`src/rtl/tms_pkg.sv`:
```
`timescale 1ns / 1ps

package tms_pkg;

  localparam int DEF_BUFFER_BYTES = 17;

  // request types
  localparam logic [2:0] REQ_LOAD  = 3'd0;
  localparam logic [2:0] REQ_START = 3'd1;
  localparam logic [2:0] REQ_RETRY = 3'd2;
  localparam logic [2:0] REQ_EVENT = 3'd3;
  localparam logic [2:0] REQ_READ  = 3'd4;

  // bus status codes
  localparam logic [7:0] STATUS_MASK     = 8'hFC;
  localparam logic [7:0] ST_START        = 8'h08;
  localparam logic [7:0] ST_RESTART      = 8'h10;
  localparam logic [7:0] ST_SLAW_ACK     = 8'h18;
  localparam logic [7:0] ST_SLAW_NACK    = 8'h20;
  localparam logic [7:0] ST_DATA_TX_ACK  = 8'h28;
  localparam logic [7:0] ST_ARB_LOST     = 8'h38;
  localparam logic [7:0] ST_SLAR_ACK     = 8'h40;
  localparam logic [7:0] ST_SLAR_NACK    = 8'h48;
  localparam logic [7:0] ST_DATA_RX_ACK  = 8'h50;
  localparam logic [7:0] ST_DATA_RX_NACK = 8'h58;
  localparam logic [7:0] ST_NONE         = 8'hF8;

  typedef struct packed {
    logic [2:0] req_type;
    logic [3:0] slot;
    logic [7:0] byte_in;
    logic [6:0] device_address;
    logic       read_flag;
    logic [3:0] message_length;
    logic [7:0] bus_status;
  } item_t;

  typedef struct packed {
    logic [7:0] tx_byte;
    logic       tx_load;
    logic       ctl_start;
    logic       ctl_stop;
    logic       ctl_ack;
    logic       ctl_go;
    logic       busy_res;
    logic       last_ok;
    logic [7:0] read_data;
    logic       has_error;
    logic [7:0] error_code;
  } result_t;

endpackage

```
`src/rtl/tms_buffer.sv`:
```
`timescale 1ns / 1ps

module tms_buffer #(
  parameter int BUFFER_BYTES = tms_pkg::DEF_BUFFER_BYTES,
  localparam int AW = $clog2(BUFFER_BYTES)
) (
  input  logic          clk,
  input  logic          wr_en,
  input  logic [AW-1:0] wr_addr,
  input  logic [7:0]    wr_data,
  input  logic          rd_en,
  input  logic [AW-1:0] rd_addr,
  output logic [7:0]    rd_data
);

  logic [7:0] mem [BUFFER_BYTES];
  logic [7:0] rd_data_r;

  always_ff @(posedge clk) begin
    if (wr_en) begin
      mem[wr_addr] <= wr_data;
    end
  end

  // a write to the same address in the same cycle bypasses to the read port
  always_ff @(posedge clk) begin
    if (rd_en) begin
      if (wr_en && (wr_addr == rd_addr)) begin
        rd_data_r <= wr_data;
      end else begin
        rd_data_r <= mem[rd_addr];
      end
    end
  end

  assign rd_data = rd_data_r;

endmodule

```
`src/rtl/tms_core.sv`:
```
`timescale 1ns / 1ps

module tms_core #(
  parameter int BUFFER_BYTES = tms_pkg::DEF_BUFFER_BYTES,
  localparam int AW = $clog2(BUFFER_BYTES),
  localparam int CW = $clog2(BUFFER_BYTES + 1)
) (
  input  logic             clk,
  input  logic             rst_n,
  input  logic             proc,
  input  tms_pkg::item_t   item,
  input  logic [7:0]       buf_data,
  input  tms_pkg::item_t   nxt_item,
  output logic [AW-1:0]    rd_addr,
  output logic             wr_en,
  output logic [AW-1:0]    wr_addr,
  output logic [7:0]       wr_data,
  output tms_pkg::result_t res
);

  import tms_pkg::*;

  localparam int WW = ((CW > 5) ? CW : 5) + 1;
  localparam logic [WW-1:0] BB_W = WW'(BUFFER_BYTES);

  logic [CW-1:0] count_r, count_nxt;
  logic [CW-1:0] ptr_r, ptr_nxt;
  logic          busy_r, busy_nxt;
  logic          ok_r, ok_nxt;
  logic [7:0]    last_r, last_nxt;

  logic [4:0]    idx;
  logic [4:0]    len;
  logic [WW-1:0] idx_w;
  logic [WW-1:0] len_w;
  logic [WW-1:0] ptr_w;
  logic [WW-1:0] cnt_w;
  logic [WW-1:0] p_w;
  logic [WW-1:0] p1_w;
  logic [7:0]    code;
  logic          idx_ok;
  logic          begin_xfer;
  logic [4:0]    n_idx;
  logic [WW-1:0] n_idx_w;
  logic [7:0]    n_code;

  always_comb begin
    idx    = {1'b0, item.slot} + 5'd1;
    len    = {1'b0, item.message_length} + 5'd1;
    idx_w  = WW'(idx);
    len_w  = WW'(len);
    ptr_w  = WW'(ptr_r);
    cnt_w  = WW'(count_r);
    code   = item.bus_status & STATUS_MASK;
    idx_ok = idx_w < BB_W;
    p_w    = ptr_w;
    p1_w   = ptr_w;

    count_nxt  = count_r;
    ptr_nxt    = ptr_r;
    busy_nxt   = busy_r;
    ok_nxt     = ok_r;
    last_nxt   = last_r;
    begin_xfer = 1'b0;
    wr_en      = 1'b0;
    wr_addr    = ptr_r[AW-1:0];
    wr_data    = item.byte_in;

    res = '0;

    unique case (item.req_type)
      REQ_LOAD: begin
        if (!busy_r && idx_ok) begin
          wr_en   = 1'b1;
          wr_addr = idx_w[AW-1:0];
        end
      end
      REQ_START: begin
        if (!busy_r) begin
          wr_en      = 1'b1;
          wr_addr    = '0;
          wr_data    = {item.device_address, item.read_flag};
          count_nxt  = (len_w < BB_W) ? CW'(len_w) : CW'(BUFFER_BYTES);
          begin_xfer = 1'b1;
        end
      end
      REQ_RETRY: begin
        if (!busy_r && ((last_r == ST_SLAW_NACK) || (last_r == ST_SLAR_NACK))) begin
          begin_xfer = 1'b1;
        end
      end
      REQ_EVENT: begin
        if (busy_r) begin
          unique case (code)
            ST_START, ST_RESTART, ST_SLAW_ACK, ST_DATA_TX_ACK: begin
              if ((code == ST_START) || (code == ST_RESTART)) begin
                p_w = '0;
              end
              res.ctl_go = 1'b1;
              if ((p_w < cnt_w) && (p_w < BB_W)) begin
                res.tx_byte = buf_data;
                res.tx_load = 1'b1;
                ptr_nxt     = CW'(p_w + WW'(1));
              end else begin
                ptr_nxt      = CW'(p_w);
                ok_nxt       = 1'b1;
                busy_nxt     = 1'b0;
                res.ctl_stop = 1'b1;
              end
            end
            ST_DATA_RX_ACK, ST_SLAR_ACK: begin
              if ((code == ST_DATA_RX_ACK) && (ptr_w < BB_W)) begin
                wr_en   = 1'b1;
                p1_w    = ptr_w + WW'(1);
                ptr_nxt = CW'(p1_w);
              end
              res.ctl_ack = (p1_w + WW'(1)) < cnt_w;
              res.ctl_go  = 1'b1;
            end
            ST_DATA_RX_NACK: begin
              wr_en        = ptr_w < BB_W;
              ok_nxt       = 1'b1;
              busy_nxt     = 1'b0;
              res.ctl_stop = 1'b1;
              res.ctl_go   = 1'b1;
            end
            ST_ARB_LOST: begin
              res.ctl_start = 1'b1;
              res.ctl_go    = 1'b1;
            end
            default: begin
              last_nxt = code;
              busy_nxt = 1'b0;
            end
          endcase
        end
      end
      REQ_READ: begin
        if (!busy_r && ok_r && idx_ok) begin
          res.read_data = buf_data;
        end
      end
      default: begin
      end
    endcase

    if (begin_xfer) begin
      ok_nxt        = 1'b0;
      last_nxt      = ST_NONE;
      busy_nxt      = 1'b1;
      res.ctl_start = 1'b1;
      res.ctl_go    = 1'b1;
    end

    if (!proc) begin
      count_nxt = count_r;
      ptr_nxt   = ptr_r;
      busy_nxt  = busy_r;
      ok_nxt    = ok_r;
      last_nxt  = last_r;
      wr_en     = 1'b0;
    end

    res.busy_res   = busy_nxt;
    res.last_ok    = ok_nxt;
    res.has_error  = last_nxt != ST_NONE;
    res.error_code = res.has_error ? last_nxt : 8'd0;
  end

  // read address for the transaction being taken in, from the state it will see
  always_comb begin
    n_idx   = {1'b0, nxt_item.slot} + 5'd1;
    n_idx_w = WW'(n_idx);
    n_code  = nxt_item.bus_status & STATUS_MASK;
    if (nxt_item.req_type == REQ_READ) begin
      rd_addr = n_idx_w[AW-1:0];
    end else if ((n_code == ST_START) || (n_code == ST_RESTART)) begin
      rd_addr = '0;
    end else begin
      rd_addr = ptr_nxt[AW-1:0];
    end
  end

  always_ff @(posedge clk) begin
    if (!rst_n) begin
      count_r <= '0;
      ptr_r   <= '0;
      busy_r  <= 1'b0;
      ok_r    <= 1'b0;
      last_r  <= ST_NONE;
    end else begin
      count_r <= count_nxt;
      ptr_r   <= ptr_nxt;
      busy_r  <= busy_nxt;
      ok_r    <= ok_nxt;
      last_r  <= last_nxt;
    end
  end

  a_ptr_range: assert property (@(posedge clk) disable iff (!rst_n)
    WW'(ptr_r) <= BB_W)
    else $error("byte pointer beyond buffer");

  a_count_range: assert property (@(posedge clk) disable iff (!rst_n)
    WW'(count_r) <= BB_W)
    else $error("transfer count beyond buffer");

  a_busy_not_done: assert property (@(posedge clk) disable iff (!rst_n)
    busy_r |-> !ok_r)
    else $error("transfer marked successful while still running");

endmodule

```
`src/rtl/twi_master_transfer_sequencer_unit.sv`:
```
`timescale 1ns / 1ps

// I2C master transfer sequencer. One transaction is taken per clock while the output is not
// stalled; its result passes through the input register and the result register. The transfer
// buffer is read at the acceptance edge, at the address the transaction needs given the state
// it will see, so the transaction sits in the input register with its buffer byte ready, and
// the edge that processes it updates the sequencer state and loads the result register.
// Back-to-back transactions run at full rate while the output is not stalled. A stalled
// result holds one further transaction in the input register before in_stall rises. No
// clearing pass after reset: buffer entries read before being written are undefined.
module twi_master_transfer_sequencer_unit #(
  parameter int BUFFER_BYTES = tms_pkg::DEF_BUFFER_BYTES
) (
  input  logic       clk,
  input  logic       rst_n,
  input  logic       in_valid,
  output logic       in_stall,
  input  logic [2:0] in_req_type,
  input  logic [3:0] in_slot,
  input  logic [7:0] in_byte_in,
  input  logic [6:0] in_device_address,
  input  logic       in_read_flag,
  input  logic [3:0] in_message_length,
  input  logic [7:0] in_bus_status,
  output logic       out_valid,
  input  logic       out_stall,
  output logic [7:0] out_tx_byte,
  output logic       out_tx_load,
  output logic       out_ctl_start,
  output logic       out_ctl_stop,
  output logic       out_ctl_ack,
  output logic       out_ctl_go,
  output logic       out_busy_res,
  output logic       out_last_ok,
  output logic [7:0] out_read_data,
  output logic       out_has_error,
  output logic [7:0] out_error_code
);

  import tms_pkg::*;

  localparam int AW = $clog2(BUFFER_BYTES);

  item_t         in_item;
  item_t         item_r;
  logic          item_vld_r, item_vld_nxt;
  result_t       res;
  result_t       res_r;
  logic          out_vld_r, out_vld_nxt;
  logic          res_free;
  logic          proc;
  logic          in_acc;
  logic [AW-1:0] rd_addr;
  logic          wr_en;
  logic [AW-1:0] wr_addr;
  logic [7:0]    wr_data;
  logic [7:0]    buf_data;

  always_comb begin
    in_item.req_type       = in_req_type;
    in_item.slot           = in_slot;
    in_item.byte_in        = in_byte_in;
    in_item.device_address = in_device_address;
    in_item.read_flag      = in_read_flag;
    in_item.message_length = in_message_length;
    in_item.bus_status     = in_bus_status;
  end

  assign res_free = !out_vld_r || !out_stall;
  assign proc     = item_vld_r && res_free;
  assign in_stall = item_vld_r && !res_free;
  assign in_acc   = in_valid && !in_stall;

  always_comb begin
    item_vld_nxt = item_vld_r;
    if (in_acc) begin
      item_vld_nxt = 1'b1;
    end else if (proc) begin
      item_vld_nxt = 1'b0;
    end
    out_vld_nxt = out_vld_r && out_stall;
    if (proc) begin
      out_vld_nxt = 1'b1;
    end
  end

  always_ff @(posedge clk) begin
    if (!rst_n) begin
      item_vld_r <= 1'b0;
      out_vld_r  <= 1'b0;
    end else begin
      item_vld_r <= item_vld_nxt;
      out_vld_r  <= out_vld_nxt;
    end
  end

  always_ff @(posedge clk) begin
    if (in_acc) begin
      item_r <= in_item;
    end
    if (proc) begin
      res_r <= res;
    end
  end

  tms_buffer #(
    .BUFFER_BYTES(BUFFER_BYTES)
  ) u_buffer (
    .clk    (clk),
    .wr_en  (wr_en),
    .wr_addr(wr_addr),
    .wr_data(wr_data),
    .rd_en  (in_acc),
    .rd_addr(rd_addr),
    .rd_data(buf_data)
  );

  tms_core #(
    .BUFFER_BYTES(BUFFER_BYTES)
  ) u_core (
    .clk     (clk),
    .rst_n   (rst_n),
    .proc    (proc),
    .item    (item_r),
    .buf_data(buf_data),
    .nxt_item(in_item),
    .rd_addr (rd_addr),
    .wr_en   (wr_en),
    .wr_addr (wr_addr),
    .wr_data (wr_data),
    .res     (res)
  );

  assign out_valid      = out_vld_r;
  assign out_tx_byte    = res_r.tx_byte;
  assign out_tx_load    = res_r.tx_load;
  assign out_ctl_start  = res_r.ctl_start;
  assign out_ctl_stop   = res_r.ctl_stop;
  assign out_ctl_ack    = res_r.ctl_ack;
  assign out_ctl_go     = res_r.ctl_go;
  assign out_busy_res   = res_r.busy_res;
  assign out_last_ok    = res_r.last_ok;
  assign out_read_data  = res_r.read_data;
  assign out_has_error  = res_r.has_error;
  assign out_error_code = res_r.error_code;

  a_tx_needs_go: assert property (@(posedge clk) disable iff (!rst_n)
    (out_valid && out_tx_load) |-> out_ctl_go && out_busy_res)
    else $error("byte loaded without continuing the bus");

  a_stop_ends: assert property (@(posedge clk) disable iff (!rst_n)
    (out_valid && out_ctl_stop) |-> !out_busy_res && out_last_ok)
    else $error("stop requested while transfer still running");

  a_start_busy: assert property (@(posedge clk) disable iff (!rst_n)
    (out_valid && out_ctl_start) |-> out_busy_res && !out_has_error)
    else $error("start requested while idle or in error");

  a_no_overrun: assert property (@(posedge clk) disable iff (!rst_n)
    (item_vld_r && !proc) |=> item_vld_r && $stable(item_r))
    else $error("held transaction lost or overwritten");

endmodule
```
`config.mk`:
```
export PLATFORM = sky130hd
export DESIGN_NAME = twi_master_transfer_sequencer_unit
export DESIGN_NICKNAME = d
export VERILOG_FILES = /design/src/rtl/tms_pkg.sv /design/src/rtl/tms_buffer.sv /design/src/rtl/tms_core.sv /design/src/rtl/twi_master_transfer_sequencer_unit.sv
export SDC_FILE = /design/constraint.sdc
export NUM_CORES = 1
export LEC_CHECK = 0
export ABC_AREA = 1
export BUFFER_PORTS_ARGS = -buffer_cell sky130_fd_sc_hd__buf_4
export CELL_PAD_IN_SITES_DETAIL_PLACEMENT = 0
export CELL_PAD_IN_SITES_GLOBAL_PLACEMENT = 1
export CORE_MARGIN = 2
export CORE_UTILIZATION = 51
export CTS_CLUSTER_SIZE = 40
export DETAILED_ROUTE_END_ITERATION = 8
export PLACE_DENSITY_LB_ADDON = 0.1
export RECOVER_POWER = 25
export SYNTH_ARGS = -nofsm -noshare
export SYNTH_HDL_FRONTEND = slang
export SYNTH_HIERARCHICAL = 1
export SYNTH_SLANG_ARGS = --single-unit
```
`constraint.sdc`:
```
create_clock -name clk -period 10.7 [get_ports clk]
set_input_delay 1.07 -clock clk [delete_from_list [all_inputs] [get_ports clk]]
set_output_delay 1.07 -clock clk [all_outputs]
set_load 0.1 [all_outputs]
```
==> results of run 1 <==
[through the flow]
stage          worst slack [ns]  power [mW]  utilization (%)  hold WS, ns  cells
2_1_floorplan              5.32        1.13                -        0.439   1101
3_3_place_gp               5.28        1.17             55.0        0.465   1419
3_5_place_dp               5.24        1.18             55.0        0.463   1419
4_1_cts                    5.74        2.02             58.9        0.475   1464
5_1_grt                    3.75        2.07             58.4        0.502   1464
6_report                   4.44        2.00             58.4        0.473   1464
[power breakdown]
group	leakage [nW]	internal (mW)	switching [mW]	total, mW
sequential	2.11	1.01	0.00660	1.01
combinational	2.61	0.0312	0.107	0.138
clock	0.397	0.516	0.331	0.847
[placed cells by master, fill, tap and decap left out, types with 5 or more instances in the layout]
cell type and instances:
nand4_1 6, nor3_1 18, o21ai_0 12, dfxtp_1 22, a21oi_1 21, ha_1 13
o22ai_1 10, nand3_1 116, nor2_1 76, edfxtp_1 209, or2_2 9, inv_1 135
inv_2 12, clkinv_2 5, clkbuf_1 26, clkbuf_4 23, nor2_2 5, buf_4 33
nand2_1 353, nand3_2 6, clkbuf_16 25, xor2_1 7, xnor2_1 6
[worst max-delay path, delay by kind of cell]
kind | cells | cell delay, ns
AOI/OAI and AO/OA | 4 | 0.76
and+or+nand+nor | 11 | 1.50
buffers and inverters | 7 | 3.07
[layer usage]
metal  vias up  part of all wire, %
met1      3430                   46
met5         -                    0
met2       198                   46
met3        32                  6.4
met4         0                  1.6
li1       3770                    -
[registers in the layout, summed over array words and instances (netlist names), 5 cells and up]
| name | count |
|---|---|
| out_error_code | 8 |
| out_tx_byte | 8 |
| u_buffer/mem | 136 |
| u_core/count_r | 5 |
| out_read_data | 8 |
| item_r | 33 |
| u_core/ptr_r | 5 |
| u_buffer/rd_data | 8 |
| u_core/last_r | 8 |
[path summary, 6_finish.rpt]
check | endpoint | cells past startpoint
worst max-delay path | u_buffer/rd_data[7] | 22
worst min-delay path | u_core/last_r[0] | 2
worst max register to register | u_buffer/rd_data[7] | 22
worst min register to register | u_core/last_r[0] | 2
[final cells by class]
cell class                 count  area [sq um]
fill                        1859          8650
sequential                   231          6720
multi-input combinational    688          3240
clock buffer                  33           676
inverter                     149           559
timing repair buffer          76           495
tap                          275           344
clock inverter                12           143
==> flow_summary.yaml, run 1 <==
global_routing:
  grt_max_degree: 67
  grt_pass1_wl_mm: 36.4
  antenna_found_initial: 0
  met3_usage_pct: 3.33
  use_met1_pct: 30.0
  busiest_layer: "met2"
  grt_usage_pct: 21.1
  overflow: 0
  grt_pass1_vias: 7012
  met2_usage_pct: 34.3
synth:
  yosysWarnings: 6
  synthCells: 1101
  syn_nets: 1153
  avgSynthCellArea_sq_um: 9.76
  netlist_area_sq_um: 10700
cells_and_area:
  layout-drive-gt1-share_pct: 11.6
  fin_nets: 1223
  n_antenna_cell: 0
  area_growth_pct: 13.3
  stdcell_area_sq_um: 12200
floorplanning:
  die_x_um: 149
  dieHeight_um: 149
  core_area_sq_um: 20800
  io_pins: 73
  start_util_pct: 51.6
  rows: 53
  dieArea_sq_um: 22200
run_status:
  status: "complete, but fails checks"
  violations: "max-capacitance violations, max-slew violations"
power:
  powerDensity_nw_per_um2: 164
  vdd_drop_max_mv: 0.141
  p_leak_nw: 5.12
hold_path:
  hp-start: "u_core/last_r[0]"
  worstHoldPathType: "register to register"
worst_setup_path:
  critPathMaxFanout: 66
  arrival_ns: 6.51
  rrSetupSlack_ns: 4.77
  critical_path.max_stage_delay_ns: 1.35
  crit_path_cell_trace: "clkbuf_1 -> a21oi_1 -> clkbuf_1 -> inv_1 -> nor2_1 -> inv_1 -> nor2_1 -> o21ai_1 -> a21oi_1 -> o211ai_1 -> nand3_1 -> nand2_2 -> buf_4 -> inv_2 -> buf_4 -> nand2_1 -> nand3_1 -> nand3_1 -> nand3_1 -> nand3_1 -> nand2_1 -> nand2_1"
  required_ns: 10.95
  startpoint: "out_stall"
  slowest_stage: "clkbuf_1"
  worstSetupEndpointType: "register"
  r2r-start: "item_vld_r"
  critPathKind: "input pin to register"
  crit_top_cell: "nand3_1"
  start_kind: "input pin"
timing:
  setup_tns_ns: 0
  max-slew-margin-rel_pct: -52.4
  period_minus_slack_ns: 6.26
  clock_skew_ns: 0.0207
  setup_violations: 0
  max_freq_mhz: 160
  slew_viol_final: 80
  period_share_pct: 58.5
  hold_viol: 0
  worst_pin_slew_ns: 2.29
  grt_setup_unrepaired: "no"
clock_network:
  clkTransAtPathRegs_ns: 0.06
  clk_path_buf_depth: 3
  cts_setup_buffers: 0
  cts_root_buf: "clkbuf_16"
  clock_latency_ns: 0.51
  cts_resized: 0
  numCtsBuffers: 25
  numClockSinks: 231
  htreeDepth: 1
  cts_hold_buf: 0
  cts_tree: "done"
detailed_routing:
  viasPerCell: 5.08
  drt-pass1-iter-count: 5
  wire_per_inst_um: 15.7
  initialDrtViolationCount: 525
  totalWireLength_mm: 23.0
  remaining_drc_errors: 0
  ant_nets: 0
  vias: 7430
placed_design:
  portBuffers: 70
  gp_congestion: 0.875
  dpl.hpwl_mm: 15.0
  place_area_sq_um: 11400
job:
  maxCapViolCount: 2
Power figures use the tool's default switching activity.
==> run 2: changes to the inputs <==
--- a/config.mk
+++ b/config.mk
@@ -5,7 +5,7 @@
 export SDC_FILE = /design/constraint.sdc
 export NUM_CORES = 1
 export LEC_CHECK = 0
-export ABC_AREA = 1
+export ABC_AREA = 0
 export BUFFER_PORTS_ARGS = -buffer_cell sky130_fd_sc_hd__buf_4
 export CELL_PAD_IN_SITES_DETAIL_PLACEMENT = 0
 export CELL_PAD_IN_SITES_GLOBAL_PLACEMENT = 1
==> constraint.sdc (replaced) <==
create_clock -name clk -period 6.2 [get_ports clk]
set_input_delay 0.62 -clock clk [delete_from_list [all_inputs] [get_ports clk]]
set_output_delay 0.62 -clock clk [all_outputs]
set_load 0.1 [all_outputs]
==> run 2 against run 1 <==
  * The flow still finishes with violations (max-capacitance violations, max-slew violations)
  * Utilization down 0.15 points
  * Final cell count down 26%
  * Critical path depth down 10
  * Register-to-register slack worse by 3.8 ns
  * Worst setup slack worse by 3.4 ns
  * Critical endpoint is now u_buffer/rd_data[3]
  * Largest power group unchanged
  * Highest routed layer unchanged
==> flow_summary.yaml, run 2 <==
worst_setup_path:
  rrSetupSlack_ns: 1.00
  r2r-start: "item_vld_r"
  r2r-end: "u_buffer/rd_data[3]"
  arrival_ns: 5.48
  start_kind: "register"
  critPathKind: "register to register"
  reg2reg_depth: 12
  required_ns: 6.48
  critPathMaxFanout: 22
  worstSetupEndpointType: "register"
floorplanning:
  dieArea_sq_um: 21600
  start_util_pct: 51.7
  io_pins: 73
  core_area_sq_um: 20200
  dieHeight_um: 147
  rows: 52
  die_x_um: 147
global_routing:
  grt_pass1_vias: 6314
  overflow: 0
  grt_max_degree: 42
  grt_usage_pct: 21.0
  antenna_found_initial: 0
  grt_pass1_wl_mm: 35.2
timing:
  max-slew-margin-rel_pct: -136
  max_freq_mhz: 192
  period_share_pct: 83.8
  grt_setup_unrepaired: "no"
  worst_pin_slew_ns: 3.54
  slew_viol_final: 77
  hold_viol: 0
  setup_violations: 0
  setup_tns_ns: 0
  clock_skew_ns: 0.0186
  period_minus_slack_ns: 5.20
detailed_routing:
  ant_nets: 0
  viasPerCell: 5.95
  drt-pass1-iter-count: 5
  vias: 6413
  wire_per_inst_um: 21.0
  totalWireLength_mm: 22.7
  initialDrtViolationCount: 602
  remaining_drc_errors: 0
run_status:
  status: "complete, but fails checks"
  violations: "max-capacitance violations, max-slew violations"
power:
  p_int_mw: 2.59
  combPwrFrac_pct: 6.5
  switching_power_mw: 0.765
  power_mw: 3.35
  sw_frac_of_total_pct: 22.8
  p_seq_share_pct: 52.4
  powerDensity_nw_per_um2: 285
  p_clk_share_pct: 41.2
  p_leak_nw: 3.88
  vdd_drop_max_mv: 0.241
cells_and_area:
  largestRegisters: "u_buffer/mem: 136 flops, item_r: 33 flops"
  stdcell_area_sq_um: 11800
  final_cell_mix: "edfxtp_1, clkbuf_1, nand2_1"
  n_antenna_cell: 0
  final_common_cell: "edfxtp_1"
  area_growth_pct: 12.8
  largest_register: "u_buffer/mem"
  layout-drive-gt1-share_pct: 14.4
  fin_nets: 842
  largest_reg_flops: 136
clock_network:
  clk_path_buf_depth: 3
  numCtsBuffers: 25
  htreeDepth: 1
  cts_hold_buf: 0
  clkTransAtPathRegs_ns: 0.06
  cts_tree: "done"
  cts_root_buf: "clkbuf_16"
  cts_setup_buffers: 0
  cts_resized: 0
  numClockSinks: 231
  clock_latency_ns: 0.54
hold_path:
  hp-start: "in_message_length[0]"
  min_path_cells: 1
  worstHoldPathType: "input pin to register"
  min_to: "item_r[8]"
placed_design:
  portBuffers: 70
  gp_congestion: 0.858
  place_area_sq_um: 11200
  dpl.hpwl_mm: 15.1
synth:
  netlist_area_sq_um: 10400
  syn_nets: 771
  yosysWarnings: 6
  synthCells: 719
  avgSynthCellArea_sq_um: 14.5
job:
  maxCapViolCount: 2
run 2: metal layers:
layer / share of wire (%) / GRT usage [%] / vias up
met3: 7.8 / 3.76 / 36
met2: 45 / 32.3 / 230
met5: 0 / 0 / -
li1: - / - / 2965
met4: 1.8 / 6.20 / 0
met1: 45 / 31.3 / 3182
run 2: critical path, cell delays in order, from the launching register on:
cell,delay [ns]
dfxtp_1,0.35
a21boi_0,1.07
nand2b_1,0.32
or3_1,0.40
a2111o_1,0.36
a221oi_1,0.33
or3b_1,0.17
o21a_1,0.48
buf_4,0.43
mux4_2,0.35
a22oi_1,0.29
a21oi_1,0.17
o22a_1,0.20
run 2: power by group through the flow:
stage	clock network (mW)	registers, mW	logic (mW)
global route	1.46	1.76	0.231
floorplan	0	1.84	0.100
detailed placement	0	1.79	0.228
global placement	0	1.78	0.224
CTS	1.39	1.75	0.229
finish	1.38	1.75	0.217
run 2: cell type report:
class                      instances  area, sq um
sequential                       231         6720
tap                              270          338
fill                            1659         8410
clock buffer                      35          663
clock inverter                    10         96.3
timing repair buffer              82          454
multi-input combinational        436         3440
inverter                          14         52.6
run 2: worst max-delay path by stage:
| stage | start | endpoint | slack (ns) | cells past startpoint |
|---|---|---|---|---|
| detailed placement | item_r[2] | u_buffer/rd_data[7] | 1.05 | 14 |
| global route | item_r[5] | u_buffer/rd_data[4] | 0.64 | 14 |
| finish | item_vld_r | u_buffer/rd_data[3] | 1.00 | 12 |
| global placement | item_r[2] | u_buffer/rd_data[7] | 1.05 | 14 |
| floorplan | out_valid | u_buffer/rd_data[0] | 0.74 | 13 |
| CTS | item_r[2] | u_buffer/rd_data[7] | 1.04 | 14 |
run 2: per-stage QoR:
| step | cells | hold WS (ns) | utilization [%] | setup WS, ns |
|---|---|---|---|---|
| after global routing | 1078 | 0.261 | 58.3 | 0.637 |
| after floorplan | 719 | 0.441 | - | 0.740 |
| final | 1078 | 0.274 | 58.3 | 1.00 |
| after CTS | 1078 | 0.246 | 59.2 | 1.04 |
| after global placement | 1033 | 0.457 | 55.4 | 1.05 |
| after detailed placement | 1033 | 0.456 | 55.4 | 1.05 |
==> run 3: changes to the inputs <==
==> constraint.sdc (replaced) <==
create_clock -name clk -period 5.25 [get_ports clk]
set_input_delay 0.525 -clock clk [delete_from_list [all_inputs] [get_ports clk]]
set_output_delay 0.525 -clock clk [all_outputs]
set_load 0.1 [all_outputs]
==> run 3 against run 2 <==
  * The run still ends with max-capacitance violations, max-slew violations left
  * Die area unchanged
  * Final cell count increased by 1.3%
  * Clock power increased by 17%
  * Global-route usage decreased by 0.35 points
  * Utilization increased by 0.65 points
==> flow_summary.yaml, run 3 (synthesis results as in run 2) <==
cells_and_area:
  fin_nets: 855
  fin_cells: 1092
  final_common_cell: "edfxtp_1"
  largest_reg_flops: 136
  n_antenna_cell: 0
  fill_cells: 1606
  stdcell_area_sq_um: 11900
  final_cell_mix: "edfxtp_1, clkbuf_1, nand2_1"
  largest_register: "u_buffer/mem"
  largestRegisters: "u_buffer/mem: 136 flops, item_r: 33 flops"
  final_core_utilization_pct: 58.9
  layout-drive-gt1-share_pct: 15.3
  area_growth_pct: 14.1
detailed_routing:
  totalWireLength_mm: 22.3
  drt-pass1-iter-count: 5
  vias: 6444
  remaining_drc_errors: 0
  ant_nets: 0
  viasPerCell: 5.90
  wire_per_inst_um: 20.5
  initialDrtViolationCount: 683
timing:
  clock_skew_ns: 0.0171
  period_minus_slack_ns: 4.81
  max-slew-margin-rel_pct: -149
  grt_setup_unrepaired: "no"
  whs_ns: 0.198
  setup_slack_ns: 0.444
  slew_viol_final: 80
  setup_violations: 0
  period_share_pct: 91.5
  max_freq_mhz: 208
  worst_pin_slew_ns: 3.73
  hold_viol: 0
  setup_tns_ns: 0
global_routing:
  grt_max_degree: 42
  antenna_found_initial: 0
  grt_usage_pct: 20.7
  overflow: 0
  grt_pass1_vias: 6219
  grt_pass1_wl_mm: 34.9
worst_setup_path:
  worstSetupEndpointType: "register"
  critPathMaxFanout: 16
  required_ns: 5.52
  start_kind: "register"
  critPathKind: "register to register"
  critical_path.max_stage_delay_ns: 0.53
  crit_top_cell: "buf_12"
  slowest_stage: "edfxtp_1"
  crit_path_cell_trace: "nor4_4 -> nand2_4 -> and2_1 -> ha_1 -> nor2b_1 -> a311o_1 -> a21o_1 -> o221a_2 -> o21ai_4 -> buf_12 -> buf_12 -> mux4_2 -> a22oi_1 -> a21oi_1 -> o22a_1"
  arrival_ns: 5.08
clock_network:
  cts_resized: 0
  cts_setup_buffers: 0
  cts_tree: "done"
  cts_root_buf: "clkbuf_16"
  clkTransAtPathRegs_ns: 0.06
  numClockSinks: 231
  cts_hold_buf: 0
  htreeDepth: 1
  clock_latency_ns: 0.52
  numCtsBuffers: 25
  clk_path_buf_depth: 3
run_status:
  status: "complete, but fails checks"
  violations: "max-capacitance violations, max-slew violations"
power:
  vdd_drop_max_mv: 0.241
  power_mw: 3.95
  p_leak_nw: 3.97
  powerDensity_nw_per_um2: 332
hold_path:
  worstHoldPathType: "input pin to register"
placed_design:
  dp_slack_ns: 0.448
  gp_congestion: 0.883
  dpl.hpwl_mm: 15.3
  place_area_sq_um: 11300
  portBuffers: 70
  placedCellCount: 1046
floorplanning:
  io_pins: 73
  rows: 52
  dieArea_sq_um: 21600
  die_x_um: 147
  start_util_pct: 51.7
  dieHeight_um: 147
  core_area_sq_um: 20200
job:
  maxCapViolCount: 2
==> run 3: final cells by class <==
type	instances	area (sq um)	share of cell area (%)
timing repair buffer	95	582	4.89
clock buffer	31	658	5.54
clock inverter	15	110	0.926
multi-input combinational	436	3430	28.9
sequential	231	6720	56.5
tap	270	338	2.84
inverter	14	52.6	0.442
==> run 3: power by group <==
group          switching (mW)  leakage, nW  internal [mW]
sequential             0.0184         2.11           2.05
combinational           0.194         1.49         0.0714
clock                   0.675        0.378          0.941
==> run 3: per-layer routing <==
layer | GRT usage [%] | up-vias | part of all wire, %
met1 | 31.9 | 3168 | 46
met2 | 31.1 | 246 | 44
li1 | - | 3003 | -
met3 | 3.82 | 27 | 7.9
met5 | 0 | - | 0
met4 | 4.52 | 0 | 1.6
==> run 3: path summary, 6_finish.rpt <==
check | from | to | slack, ns | cells after the start
setup / recovery | item_r[2] | u_buffer/rd_data[3] | 0.44 | 15
hold / removal | in_byte_in[5] | item_r[25] | 0.20 | 1
setup reg to reg | item_r[2] | u_buffer/rd_data[3] | 0.44 | 15
hold reg to reg | u_core/count_r[1] | u_core/count_r[1] | 0.49 | 2
==> run 3: critical path: cells and delay by family, from the launching register on <==
kind | cells | cell delay [ns]
compound gates | 7 | 1.89
fa+ha+maj | 1 | 0.30
buf+inv | 2 | 0.39
flops | 1 | 0.53
mux | 1 | 0.51
simple gates | 4 | 0.94
